**src/hdl/itdrc_pkg.sv**
```systemverilog
// Shared types, constants and the ones-complement adder for the IPv4/TCP rewrite block.
`default_nettype none

package itdrc_pkg;

  // Defaults for the top-level parameters.
  localparam int MAX_FRAME_DEF   = 2048;
  localparam int LINK_HEADER_DEF = 14;

  // Result queue sizing.
  localparam int OUT_DEPTH = 8;
  localparam int OUT_PTR_W = $clog2(OUT_DEPTH);
  localparam int OUT_CNT_W = $clog2(OUT_DEPTH + 1);

  // Width of the packet length carried to the checksum finish stage.
  localparam int LEN_W = 16;

  // Result word kinds.
  localparam logic KIND_DATA  = 1'b0;
  localparam logic KIND_PATCH = 1'b1;

  // IP and TCP header offsets and limits.
  localparam int IP_CSUM_HI     = 10;
  localparam int IP_CSUM_LO     = 11;
  localparam int IP_SRC_FIRST   = 12;
  localparam int IP_SRC_END     = 16;
  localparam int IP_DST_FIRST   = 16;
  localparam int IP_DST_LAST    = 19;
  localparam int MIN_IP_HEADER  = 20;
  localparam int TCP_MIN_HEADER = 20;
  localparam int TCP_CHECK_POS  = 16;
  localparam logic [15:0] PROTO_TCP = 16'd6;

  // Everything the finish stage needs to build a patch word.
  typedef struct packed {
    logic [15:0]      header_sum;
    logic [15:0]      segment_sum;
    logic [7:0]       pending_high_byte;
    logic [31:0]      source_address;
    logic [31:0]      target_address;
    logic [5:0]       header_length;
    logic [LEN_W-1:0] ip_len;
  } frame_sum_t;

  // One word leaving the parse stage: a packet byte or a frame summary.
  typedef struct packed {
    logic       patch;
    logic [7:0] data;
    frame_sum_t sum;
  } parse_item_t;

  // One result word as seen on the output channel.
  typedef struct packed {
    logic        kind;
    logic [7:0]  out_byte;
    logic        out_last;
    logic [15:0] ip_checksum;
    logic [15:0] tcp_checksum;
    logic [6:0]  tcp_check_offset;
    logic        malformed;
  } result_t;

  // Ones-complement add with end-around carry. Both operands stay within 16 bits.
  function automatic logic [15:0] oc_add(input logic [15:0] a, input logic [15:0] b);
    logic [16:0] s;
    logic [16:0] f;
    s = {1'b0, a} + {1'b0, b};
    f = {1'b0, s[15:0]} + {16'd0, s[16]};
    return f[15:0];
  endfunction

endpackage

`default_nettype wire

```
**src/hdl/itdrc_parse.sv**
```systemverilog
// Parse stage: strips the link header, rewrites bytes and keeps the running sums.
`default_nettype none

module itdrc_parse #(
  parameter int MAX_FRAME         = itdrc_pkg::MAX_FRAME_DEF,
  parameter int LINK_HEADER_BYTES = itdrc_pkg::LINK_HEADER_DEF
) (
  input  wire logic                   clk,
  input  wire logic                   rst,
  input  wire logic                   accept,
  input  wire logic [7:0]             frame_byte,
  input  wire logic                   frame_last,
  input  wire logic [31:0]            target_address,
  output logic                        item_valid,
  output itdrc_pkg::parse_item_t      item,
  output logic                        patch_pending
);

  localparam int POS_W = $clog2(MAX_FRAME + 1);
  localparam logic [POS_W-1:0] LINK_POS = POS_W'(LINK_HEADER_BYTES);
  localparam logic [POS_W-1:0] MAX_POS  = POS_W'(MAX_FRAME);

  // Per-frame state.
  logic [POS_W-1:0] byte_position;
  logic [5:0]       header_length;
  logic [31:0]      source_address;
  logic [15:0]      header_sum;
  logic [15:0]      segment_sum;
  logic [7:0]       pending_high_byte;

  // Summary held for the patch word that follows the last data byte.
  itdrc_pkg::frame_sum_t held_sum;

  // Next-state and datapath signals.
  logic                  in_range;
  logic                  echo;
  logic [POS_W-1:0]      p;
  logic [POS_W-1:0]      byte_position_next;
  logic [5:0]            header_length_next;
  logic [31:0]           source_address_next;
  logic [15:0]           header_sum_next;
  logic [15:0]           segment_sum_next;
  logic [7:0]            pending_high_byte_next;
  logic [7:0]            out_b;
  logic [POS_W-1:0]      tcp_at;
  logic [15:0]           word;
  logic [POS_W-1:0]      ip_len;
  itdrc_pkg::frame_sum_t sum_now;

  // Byte rewrite and running sums for the byte at the input.
  always_comb begin
    in_range           = byte_position < MAX_POS;
    echo               = in_range && (byte_position >= LINK_POS);
    p                  = byte_position - LINK_POS;
    byte_position_next = in_range ? byte_position + POS_W'(1) : byte_position;

    // The header length comes from the low nibble of the first IP byte.
    header_length_next = header_length;
    if (echo && p == '0) begin
      header_length_next = {frame_byte[3:0], 2'b00};
    end

    // The source address shifts in over its four bytes.
    source_address_next = source_address;
    if (echo && p >= POS_W'(itdrc_pkg::IP_SRC_FIRST) && p < POS_W'(itdrc_pkg::IP_SRC_END)) begin
      source_address_next = {source_address[23:0], frame_byte};
    end

    // Zero the IP checksum, replace the destination, zero the TCP checksum.
    out_b = frame_byte;
    if (p == POS_W'(itdrc_pkg::IP_CSUM_HI) || p == POS_W'(itdrc_pkg::IP_CSUM_LO)) begin
      out_b = 8'h00;
    end
    if (p >= POS_W'(itdrc_pkg::IP_DST_FIRST) && p <= POS_W'(itdrc_pkg::IP_DST_LAST)) begin
      case (p[1:0])
        2'd0:    out_b = target_address[31:24];
        2'd1:    out_b = target_address[23:16];
        2'd2:    out_b = target_address[15:8];
        default: out_b = target_address[7:0];
      endcase
    end
    tcp_at = POS_W'(header_length_next) + POS_W'(itdrc_pkg::TCP_CHECK_POS);
    if (header_length_next >= 6'(itdrc_pkg::MIN_IP_HEADER) &&
        (p == tcp_at || p == tcp_at + POS_W'(1))) begin
      out_b = 8'h00;
    end

    // Even offsets hold the high byte; odd offsets complete a word for one sum.
    word                   = {pending_high_byte, out_b};
    header_sum_next        = header_sum;
    segment_sum_next       = segment_sum;
    pending_high_byte_next = pending_high_byte;
    if (echo) begin
      if (!p[0]) begin
        pending_high_byte_next = out_b;
      end else if (p < POS_W'(header_length_next)) begin
        header_sum_next = itdrc_pkg::oc_add(header_sum, word);
      end else begin
        segment_sum_next = itdrc_pkg::oc_add(segment_sum, word);
      end
    end

    // IP length after this byte, for the frame summary.
    ip_len = (byte_position_next > LINK_POS) ? byte_position_next - LINK_POS : '0;

    sum_now.header_sum        = header_sum_next;
    sum_now.segment_sum       = segment_sum_next;
    sum_now.pending_high_byte = pending_high_byte_next;
    sum_now.source_address    = source_address_next;
    sum_now.target_address    = target_address;
    sum_now.header_length     = header_length_next;
    sum_now.ip_len            = itdrc_pkg::LEN_W'(ip_len);
  end

  // Frame state and stage valid. The state clears after the last byte.
  always_ff @(posedge clk) begin
    if (rst) begin
      byte_position     <= '0;
      header_length     <= '0;
      source_address    <= '0;
      header_sum        <= '0;
      segment_sum       <= '0;
      pending_high_byte <= '0;
      item_valid        <= 1'b0;
      patch_pending     <= 1'b0;
    end else if (patch_pending) begin
      item_valid    <= 1'b1;
      patch_pending <= 1'b0;
    end else if (accept) begin
      item_valid    <= echo || frame_last;
      patch_pending <= echo && frame_last;
      if (frame_last) begin
        byte_position     <= '0;
        header_length     <= '0;
        source_address    <= '0;
        header_sum        <= '0;
        segment_sum       <= '0;
        pending_high_byte <= '0;
      end else begin
        byte_position     <= byte_position_next;
        header_length     <= header_length_next;
        source_address    <= source_address_next;
        header_sum        <= header_sum_next;
        segment_sum       <= segment_sum_next;
        pending_high_byte <= pending_high_byte_next;
      end
    end else begin
      item_valid <= 1'b0;
    end
  end

  // Stage payload. A last byte with no data goes straight out as a summary.
  always_ff @(posedge clk) begin
    if (patch_pending) begin
      item.patch <= 1'b1;
      item.sum   <= held_sum;
    end else if (accept) begin
      item.patch <= !echo;
      item.data  <= out_b;
      item.sum   <= sum_now;
      held_sum   <= sum_now;
    end
  end

  // No word is taken while the held summary is being issued.
  assert property (@(posedge clk) disable iff (rst) patch_pending |-> !accept)
    else $error("word accepted while a patch summary was pending");

  // A pending summary is issued in the very next cycle.
  assert property (@(posedge clk) disable iff (rst)
    patch_pending |=> (item_valid && item.patch && !patch_pending))
    else $error("pending patch summary was not issued");

  // The frame position never runs past the frame limit.
  assert property (@(posedge clk) disable iff (rst) byte_position <= MAX_POS)
    else $error("byte position beyond frame limit");

endmodule

`default_nettype wire

```
**src/hdl/itdrc_finish.sv**
```systemverilog
// Finish stage: passes data bytes and turns a frame summary into the checksum patch word.
`default_nettype none

module itdrc_finish (
  input  wire logic                   clk,
  input  wire logic                   rst,
  input  wire logic                   item_valid,
  input  wire itdrc_pkg::parse_item_t item,
  output logic                        res_valid,
  output itdrc_pkg::result_t          res
);

  logic [15:0]        seg_len;
  logic               bad;
  logic [15:0]        pad;
  logic [18:0]        total;
  logic [16:0]        fold1;
  logic [16:0]        fold2;
  itdrc_pkg::result_t res_next;

  // Pseudo header plus segment sum, then two folds back to 16 bits.
  always_comb begin
    seg_len = item.sum.ip_len - 16'(item.sum.header_length);
    bad     = (item.sum.header_length < 6'(itdrc_pkg::MIN_IP_HEADER)) ||
              (item.sum.ip_len < 16'(item.sum.header_length) +
                                 16'(itdrc_pkg::TCP_MIN_HEADER));
    // An odd trailing byte is summed as the high byte of a padded word.
    pad     = item.sum.ip_len[0] ? {item.sum.pending_high_byte, 8'h00} : 16'h0000;
    total   = 19'(item.sum.segment_sum) + 19'(pad) +
              19'(item.sum.source_address[31:16]) + 19'(item.sum.source_address[15:0]) +
              19'(item.sum.target_address[31:16]) + 19'(item.sum.target_address[15:0]) +
              19'(itdrc_pkg::PROTO_TCP) + 19'(seg_len);
    fold1   = 17'(total[15:0]) + 17'(total[18:16]);
    fold2   = 17'(fold1[15:0]) + 17'(fold1[16]);

    res_next = '0;
    if (!item.patch) begin
      res_next.kind     = itdrc_pkg::KIND_DATA;
      res_next.out_byte = item.data;
    end else begin
      res_next.kind     = itdrc_pkg::KIND_PATCH;
      res_next.out_last = 1'b1;
      if (bad) begin
        res_next.malformed = 1'b1;
      end else begin
        res_next.ip_checksum      = ~item.sum.header_sum;
        res_next.tcp_checksum     = ~fold2[15:0];
        res_next.tcp_check_offset = 7'(item.sum.header_length) +
                                    7'(itdrc_pkg::TCP_CHECK_POS);
      end
    end
  end

  // Result register.
  always_ff @(posedge clk) begin
    if (rst) begin
      res_valid <= 1'b0;
    end else begin
      res_valid <= item_valid;
    end
  end

  always_ff @(posedge clk) begin
    res <= res_next;
  end

endmodule

`default_nettype wire

```
**src/hdl/itdrc_out_fifo.sv**
```systemverilog
// Result queue between the pipeline and the output channel.
`default_nettype none

module itdrc_out_fifo (
  input  wire logic                           clk,
  input  wire logic                           rst,
  input  wire logic                           push,
  input  wire itdrc_pkg::result_t             push_data,
  input  wire logic                           pop,
  output itdrc_pkg::result_t                  head,
  output logic                                not_empty,
  output logic [itdrc_pkg::OUT_CNT_W-1:0]     count
);

  localparam int PTR_W = itdrc_pkg::OUT_PTR_W;
  localparam int CNT_W = itdrc_pkg::OUT_CNT_W;

  itdrc_pkg::result_t entries [itdrc_pkg::OUT_DEPTH];
  logic [PTR_W-1:0]   wr_ptr;
  logic [PTR_W-1:0]   rd_ptr;

  // Pointers and fill count.
  always_ff @(posedge clk) begin
    if (rst) begin
      wr_ptr <= '0;
      rd_ptr <= '0;
      count  <= '0;
    end else begin
      if (push) begin
        wr_ptr <= wr_ptr + PTR_W'(1);
      end
      if (pop) begin
        rd_ptr <= rd_ptr + PTR_W'(1);
      end
      case ({push, pop})
        2'b10:   count <= count + CNT_W'(1);
        2'b01:   count <= count - CNT_W'(1);
        default: count <= count;
      endcase
    end
  end

  // Entry storage.
  always_ff @(posedge clk) begin
    if (push) begin
      entries[wr_ptr] <= push_data;
    end
  end

  assign head      = entries[rd_ptr];
  assign not_empty = count != '0;

  // Upstream credit keeps a word from ever landing in a full queue.
  assert property (@(posedge clk) disable iff (rst)
    push |-> (count < CNT_W'(itdrc_pkg::OUT_DEPTH)))
    else $error("result queue overflow");

endmodule

`default_nettype wire

```
**src/hdl/ipv4_tcp_dest_rewrite_checksum_top.sv**
```systemverilog
// Top level of the IPv4/TCP destination rewrite and checksum block.
//
// Takes an Ethernet frame one byte per word, drops the link header and sends
// the IP packet on as data words (kind 0) with the destination address replaced
// by target_address and both checksum fields zeroed. After the last frame byte a
// patch word (kind 1, out_last set) carries the IP header checksum, the TCP
// checksum over the segment and pseudo header, and the offset of the TCP
// checksum field, or flags the frame as malformed. While the output is ready,
// one byte is taken every clock cycle; the only pause follows a last byte that
// is also echoed, while the parse stage issues the patch word. A word reaches
// the output through the parse register, the finish register and an eight-entry
// result queue; the patch word after an echoed last byte is issued from the
// summary held in the parse stage. Input is taken only while that queue has
// room for every word in flight plus the two words a last byte can produce, so
// output back-pressure stalls the input.
`default_nettype none

module ipv4_tcp_dest_rewrite_checksum_top #(
  parameter int MAX_FRAME         = itdrc_pkg::MAX_FRAME_DEF,
  parameter int LINK_HEADER_BYTES = itdrc_pkg::LINK_HEADER_DEF
) (
  input  wire logic        clk,
  input  wire logic        rst,
  input  wire logic        target_address_we,
  input  wire logic [31:0] target_address_wdata,
  input  wire logic        in_valid,
  output logic             in_ready,
  input  wire logic [7:0]  frame_byte,
  input  wire logic        frame_last,
  output logic             out_valid,
  input  wire logic        out_ready,
  output logic             kind,
  output logic [7:0]       out_byte,
  output logic             out_last,
  output logic [15:0]      ip_checksum,
  output logic [15:0]      tcp_checksum,
  output logic [6:0]       tcp_check_offset,
  output logic             malformed
);

  localparam int CW = itdrc_pkg::OUT_CNT_W + 1;

  logic [31:0]                        target_address;
  logic                               accept;
  logic                               item_valid;
  itdrc_pkg::parse_item_t             item;
  logic                               patch_pending;
  logic                               res_valid;
  itdrc_pkg::result_t                 res;
  itdrc_pkg::result_t                 head;
  logic [itdrc_pkg::OUT_CNT_W-1:0]    fifo_count;
  logic [CW-1:0]                      committed;

  // Target address register.
  always_ff @(posedge clk) begin
    if (rst) begin
      target_address <= '0;
    end else if (target_address_we) begin
      target_address <= target_address_wdata;
    end
  end

  // Take a word only when the queue has room for everything in flight plus
  // the two words a last byte can produce.
  always_comb begin
    committed = CW'(fifo_count) + CW'(item_valid) + CW'(res_valid) + CW'(2);
    in_ready  = !patch_pending && (committed <= CW'(itdrc_pkg::OUT_DEPTH));
  end

  assign accept = in_valid && in_ready;

  itdrc_parse #(
    .MAX_FRAME         (MAX_FRAME),
    .LINK_HEADER_BYTES (LINK_HEADER_BYTES)
  ) u_parse (
    .clk            (clk),
    .rst            (rst),
    .accept         (accept),
    .frame_byte     (frame_byte),
    .frame_last     (frame_last),
    .target_address (target_address),
    .item_valid     (item_valid),
    .item           (item),
    .patch_pending  (patch_pending)
  );

  itdrc_finish u_finish (
    .clk        (clk),
    .rst        (rst),
    .item_valid (item_valid),
    .item       (item),
    .res_valid  (res_valid),
    .res        (res)
  );

  itdrc_out_fifo u_out_fifo (
    .clk       (clk),
    .rst       (rst),
    .push      (res_valid),
    .push_data (res),
    .pop       (out_valid && out_ready),
    .head      (head),
    .not_empty (out_valid),
    .count     (fifo_count)
  );

  // Output fields from the queue head.
  assign kind             = head.kind;
  assign out_byte         = head.out_byte;
  assign out_last         = head.out_last;
  assign ip_checksum      = head.ip_checksum;
  assign tcp_checksum     = head.tcp_checksum;
  assign tcp_check_offset = head.tcp_check_offset;
  assign malformed        = head.malformed;

endmodule

`default_nettype wire
```
**config.mk**
```make
export PLATFORM = sky130hd
export DESIGN_NAME = ipv4_tcp_dest_rewrite_checksum_top
export DESIGN_NICKNAME = d
export VERILOG_FILES = /design/src/hdl/itdrc_pkg.sv /design/src/hdl/itdrc_parse.sv /design/src/hdl/itdrc_finish.sv /design/src/hdl/itdrc_out_fifo.sv /design/src/hdl/ipv4_tcp_dest_rewrite_checksum_top.sv
export SDC_FILE = /design/constraint.sdc
export NUM_CORES = 1
export LEC_CHECK = 0
export BUFFER_PORTS_ARGS = -buffer_cell sky130_fd_sc_hd__buf_2
export CAP_MARGIN = 15
export CELL_PAD_IN_SITES_DETAIL_PLACEMENT = 0
export CELL_PAD_IN_SITES_GLOBAL_PLACEMENT = 1
export CORE_MARGIN = 1.5
export CORE_UTILIZATION = 48
export DETAILED_ROUTE_END_ITERATION = 10
export PLACE_DENSITY = 0.83
export SLEW_MARGIN = 30
export SYNTH_ARGS = -nofsm -noshare
export SYNTH_HDL_FRONTEND = slang
export SYNTH_SLANG_ARGS = --single-unit
```
**constraint.sdc**
```tcl
create_clock -name clk -period 8.1 [get_ports clk]
set_input_delay 0.405 -clock clk [delete_from_list [all_inputs] [get_ports clk]]
set_output_delay 0.405 -clock clk [all_outputs]
set_load 0.005 [all_outputs]
```
======== After elaboration in Yosys (flattened, before gate mapping) ========
Memory sizes are Yosys's and may differ from the RTL's. A register that Yosys moved wholly into a read port is not among the register bits.
Index checks and enable logic that the tools add are counted.
cells by class
  add/sub/neg operators ................... 28
  $lt $le $gt $ge ......................... 12
  equality and inequality tests ........... 8
  muxes and demuxes ....................... 36
  bitwise operators ....................... 5
  reductions and logical operators ........ 24
operators with widths
  operator               count
  $mux 126               2
  $mux 16                9
  $add 19x16->19         5
  $mux 32                2
  $add 16x16->17         3
  $add 16x1->16          3
  $mux 8                 6
  $mux 41                1
  $mux 39                1
  $mux 12                3
  $not 16->16            2
  $add 12x1->12 const B  2
  $eq 12x12->1           2
  $eq 12x4->1 const B    2
  $ge 12x4->1 const B    2
  $pmux 8 s3             1
  $sub 12x4->12 const B  2
  $add 6x5->7 const B    3
  $add 19x3->19 const B  1
  $add 16x3->17          1
  $lt 12x16->1           1
  $sub 12x6->13          1
  $ge 12x5->1 const B    1
  $gt 12x4->1 const B    1
  30 further kinds       56
word-level totals
  register bits ........................... 438
  RAM bits ................................ 400
  input port bits ......................... 46
  output and inout bits ................... 52
  word-level logic and storage cells ...... 150
  memories kept ........................... 1
memory list
  name                depth  width  read ports  clocked after Yosys merged registers in  wr ports  RTL line              text
  u_out_fifo.entries  8      50     1           1                                        1         itdrc_out_fifo.sv:18  itdrc_pkg::result_t entries [itdrc_pkg::OUT_DEPTH];

======== Logic depth before layout (Yosys ltp) ========
  depth in word-level cells ............... 17
  gate-level depth with buffers ........... 42
  depth with buffers taken out ............ 40

======== Modules after synthesis ========
Synthesis repeated with hierarchy kept, for this count alone.
unflattened totals
  cell total of the unflattened synthesis .. 2789
  area, all modules ....................... 39887.0 µm²
by module, submodules not included
  module                              instances  cells an instance  area each (µm²)
  itdrc_parse                         1          1422               17142.7
  itdrc_out_fifo                      1          648                16009.1
  itdrc_finish                        1          602                5477.8
  ipv4_tcp_dest_rewrite_checksum_top  1          117                1257.5

======== Worst setup path after synthesis ========
Ideal clock, no wire load.
  path type ............................... register to register
  start point ............................. register, netlist name u_parse.item[0]
  end point ............................... register, netlist name u_finish.res[23]
  data arrival time ....................... 8.238 ns
  data required time ...................... 7.979 ns
  setup slack ............................. -0.258 ns
  cell stages (with the launch flop) ...... 37
  buffers on the path ..................... 1
  cell sequence ........................... edfxtp_1 -> inv_1 -> ha_1 -> inv_1 -> fa_1 -> nand2_1 -> nand2_1 -> a21oi_1 -> nor2b_1 -> o21a_1 -> nor4_1 -> nand2_1 -> xnor2_1 -> fa_1 -> inv_1 -> fa_1 -> inv_1 -> fa_1 -> ha_1 -> ha_1 -> clkbuf_1 -> and3_1 -> a31oi_1 -> a211oi_1 -> o21a_1 -> o21ai_0 -> nand2b_1 -> a21oi_1 -> xnor2_1 -> fa_1 -> a21o_1 -> and3_1 -> or4b_2 -> nor3b_1 -> and3_1 -> nand4_1 -> mux2_2
on the way
  longest elaborated chain between the ends .. 11
  elaborated cells between the ends (all ways) .. 15
  those cells by class .................... 10 x add/sub; 1 x order compare; 1 x mux; 1 x bitwise; 2 x reduce/logical
RTL lines
  element                      RTL line            text
  $mux 16                      itdrc_finish.sv:28  pad = item.sum.ip_len[0] ? {item.sum.pending_high_byte, 8'h00} : 16'h0000;
  $add 16x16->17               itdrc_finish.sv:29  total = 19'(item.sum.segment_sum) + 19'(pad) +
  $add 19x16->19               itdrc_finish.sv:29
  $add 19x16->19 (2 in a row)  itdrc_finish.sv:30  19'(item.sum.source_address[31:16]) + 19'(item.sum.source_address[15:0]) +
  $add 19x16->19               itdrc_finish.sv:31  19'(item.sum.target_address[31:16]) + 19'(item.sum.target_address[15:0]) +
  $add 19x3->19                itdrc_finish.sv:31
  $add 19x16->19               itdrc_finish.sv:32  19'(itdrc_pkg::PROTO_TCP) + 19'(seg_len);
  $add 16x3->17                itdrc_finish.sv:33  fold1 = 17'(total[15:0]) + 17'(total[18:16]);
  $add 16x1->16                itdrc_finish.sv:34  fold2 = 17'(fold1[15:0]) + 17'(fold1[16]);
  $not 16->16                  itdrc_finish.sv:47  res_next.tcp_checksum = ~fold2[15:0];
Several ways; a longest one is shown, not always the timed one.
A chain may end at the register's enable or synchronous reset.

======== Final worst setup path ========
  start point ............................. register, netlist name u_parse.item[1]
  end point ............................... register, netlist name u_finish.res[23]
on the way
  longest elaborated chain between the ends .. 5
  elaborated cells between the ends (all ways) .. 8
  those cells by class .................... 4 x add/sub; 1 x order compare; 1 x bitwise; 2 x reduce/logical
RTL lines
  element         RTL line            text
  $sub 12x6->13   itdrc_finish.sv:23  seg_len = item.sum.ip_len - 16'(item.sum.header_length);
  $add 19x16->19  itdrc_finish.sv:32
  $add 16x3->17   itdrc_finish.sv:33
  $add 16x1->16   itdrc_finish.sv:34
  $not 16->16     itdrc_finish.sv:47
Several ways; a longest one is shown, not always the timed one.

==> flow_summary.ini <==
[run_status]
status = completed

[synthesis]
syn_area_per_cell_um2 = 13.7
synth_top_family_by_area = multiplexers
mappedNetlistNets = 3120
synth.distinct_cells = 92
synth_largest_area_cell = edfxtp_1
synth_top_cell_area_share = 0.491
synth_xor_area_frac = 0.0261
ys_async_sr_fraction = 0
synth_cells = 2882
yosys_register_bits = 832
synth_ff_type = edfxtp_1
yosysWarnings = 0
synthSimpleGateAreaFrac = 0.0795
ys_seq_area_frac = 0.586
synth-compound-area-share = 0.0814
synthTopCellsByArea = edfxtp_1 49%, dfxtp_1 9.5%, mux4_2 5.6%
synthAdderAreaFrac = 0.0743
synth_mux_area_frac = 0.120
synth_edf_count = 644
syn-cell-area_um2 = 39400

[layout]
n_antenna_cell = 0
finish.utilization = 0.567
final_cell_mix = 644 x edfxtp_1, 195 x buf_4, 187 x nor2_1
drive_gt1_frac = 0.264
final_common_cell = edfxtp_1
area_growth_pct = 16.5
final_cells = 4294
nets = 3399

[min_path]
holdPathStages = 2
worstHoldEndpoint = u_out_fifo.wr_ptr[0]
hp-class = input pin to register
worstHoldStart = rst

[drt]
firstDrtPassIters = 6
wl_um = 92700
drt_iter0_markers = 2132
viasPerCell = 5.73
vias = 24600
drtAntennaViolNets = 0
drc = 0
wl_per_cell_um = 21.6

[setup_path]
arrival_ns = 8.47
timing.rr.start = u_parse.item[1]
required_ns = 8.64
cp-end-kind = register
path_buf_inv = 4
crit-reg2reg-capture = u_finish.res[23]
start_kind = register
critPathMaxStageDelay_ns = 0.58
path_class = register to register
slowest_stage = fa_1
r2r_slack_ns = 0.17
critPathTopFamily = adder cells
worstPathMaxFanout = 4
reg2regPathDepth = 36

[grt]
grt_pass1_wl_um = 143000
grt_overflow_total = 0
antenna_found_initial = 1
grt_max_degree = 82
grt_usage = 0.222
first_global_vias = 24700

[placed_design]
place.gp.congestion = 0.874
io_buffers = 97
place_hpwl_um = 60600
placed_cells = 4087

[power_and_ir_drop]
switching_share = 0.314
seqPwrFrac = 0.369
combPwrFrac = 0.333
power_leakage_nw = 17.4
internal-power_mw = 9.09
ir_worst_vdd_mv = 0.267
p_sw_mw = 4.17
p_clk_frac = 0.298
powerDensity_nw_per_um2 = 289

[timing]
hold_viol = 0
setup_viol = 0
worst_slew_pin_slew_ns = 0.991
slew_viol_final = 0
relSlewSlack = 0.336
skew_ns = 0.0478
final.period_utilization = 0.978
fin_crit_ns = 7.93
fin_hold_ws_ns = 0.144
fmax_mhz = 126
rsz0062_at_grt = yes

[clock_tree]
tritoncts = done
clk_latency_ns = 0.66
clock_sinks = 832
clkSlewWorstSetupHoldPaths_ns = 0.06
clockRootBuffer = clkbuf_16
cts.path.max_buffers = 3
cts_max_level = 3
cts_buffers = 85

[die]
start_util = 0.487
die_w_um = 290
rows = 104
die_h_um = 290
die_area_um2 = 83900
core_um2 = 80900
ios = 98

[run]
cap_viol_max_count = 0
## layer usage
metal | vias up | wire (um) | track usage
li1 | 11300 | - | -
met1 | 12300 | 40400 | 0.305
met2 | 770 | 43800 | 0.358
met3 | 144 | 5620 | 0.0356
met4 | 0 | 2860 | 0.0801
met5 | - | 0 | 0
## Yosys cell counts, types with 45 or more instances
| cell | n |
|---|---|
| edfxtp_1 | 644 |
| nor2_1 | 194 |
| dfxtp_1 | 188 |
| mux2_2 | 180 |
| inv_1 | 176 |
| nand2_1 | 157 |
| ha_1 | 122 |
| mux4_2 | 98 |
| a21oi_1 | 92 |
| clkbuf_1 | 92 |
| fa_1 | 70 |
| o21ai_0 | 65 |
| xnor2_1 | 64 |
| mux2i_1 | 48 |
| xor2_1 | 48 |
| nand3_1 | 45 |
## metrics by stage
step	worst slack [ns]	TNS (ns)	total power [mW]	area, um^2
after floorplan	0.0269	0	7.59	39500
after global placement	-0.124	-0.226	8.85	42200
after detailed placement	-0.209	-1.02	8.91	42200
after CTS	0.0147	0	12.9	45500
after global routing	-0.121	-0.297	13.9	45900
final	0.175	0	13.3	45900
## worst max-delay path by stage
stage	from	end	slack, ns	cells after the start
6_report	u_parse.item[1]	u_finish.res[23]	0.17	36
5_1_grt	u_parse.item[1]	u_finish.res[23]	-0.12	36
4_1_cts	u_parse.byte_position[3]	u_parse.item[124]	0.01	32
3_5_place_dp	u_parse.item[1]	u_finish.res[23]	-0.21	33
3_3_place_gp	u_parse.item[1]	u_finish.res[23]	-0.12	33
2_1_floorplan	u_parse.item[1]	u_finish.res[23]	0.03	34
## flip-flops by register name, indices dropped and copies added (netlist names), 3 cells and up, named ones only
name                       flops
target_address                32
u_finish.res                  49
u_out_fifo.count               4
u_out_fifo.entries           392
u_out_fifo.rd_ptr              3
u_out_fifo.wr_ptr              3
u_parse.byte_position         12
u_parse.header_length          6
u_parse.header_sum            16
u_parse.held_sum             122
u_parse.item                 131
u_parse.pending_high_byte      8
u_parse.segment_sum           16
u_parse.source_address        32
## power by group through the flow
stage / Combinational [mW] / Clock [mW] / Sequential, mW
after floorplan: 2.66 / 0 / 4.92
after global placement: 3.85 / 0 / 5.00
after detailed placement: 3.88 / 0 / 5.02
after CTS: 3.99 / 4.01 / 4.93
after global routing: 4.82 / 4.17 / 4.92
final: 4.41 / 3.95 / 4.90
## repair_timing
action,4_1_cts,5_1_grt
endpoints found under the hold margin,32,0
buffers inserted,4,9
gates resized for setup,12,70
hold buffers,32,0
setup endpoints to repair,12,56
pin swaps,4,31
## cell type report
class / count / area, um^2
Timing Repair Buffer: 331 / 2370
Clock inverter: 52 / 528
Inverter: 181 / 682
Tap cell: 1060 / 1330
Clock buffer: 108 / 2350
Fill cell: 6369 / 35000
Multi-Input combinational cell: 1730 / 15500
Sequential cell: 832 / 23100
## cells by family (layout without fill, tap and decap cells)
kind of cell,after synthesis,after routing
buffers and inverters,320,672
flip-flops,832,832
adder cells (fa/ha/maj),192,192
XOR/XNOR,115,115
multiplexers,327,327
AND/OR/NAND/NOR,643,643
AO/OA/AOI/OAI,453,453
No activity file was read; power rests on OpenSTA's default activity.
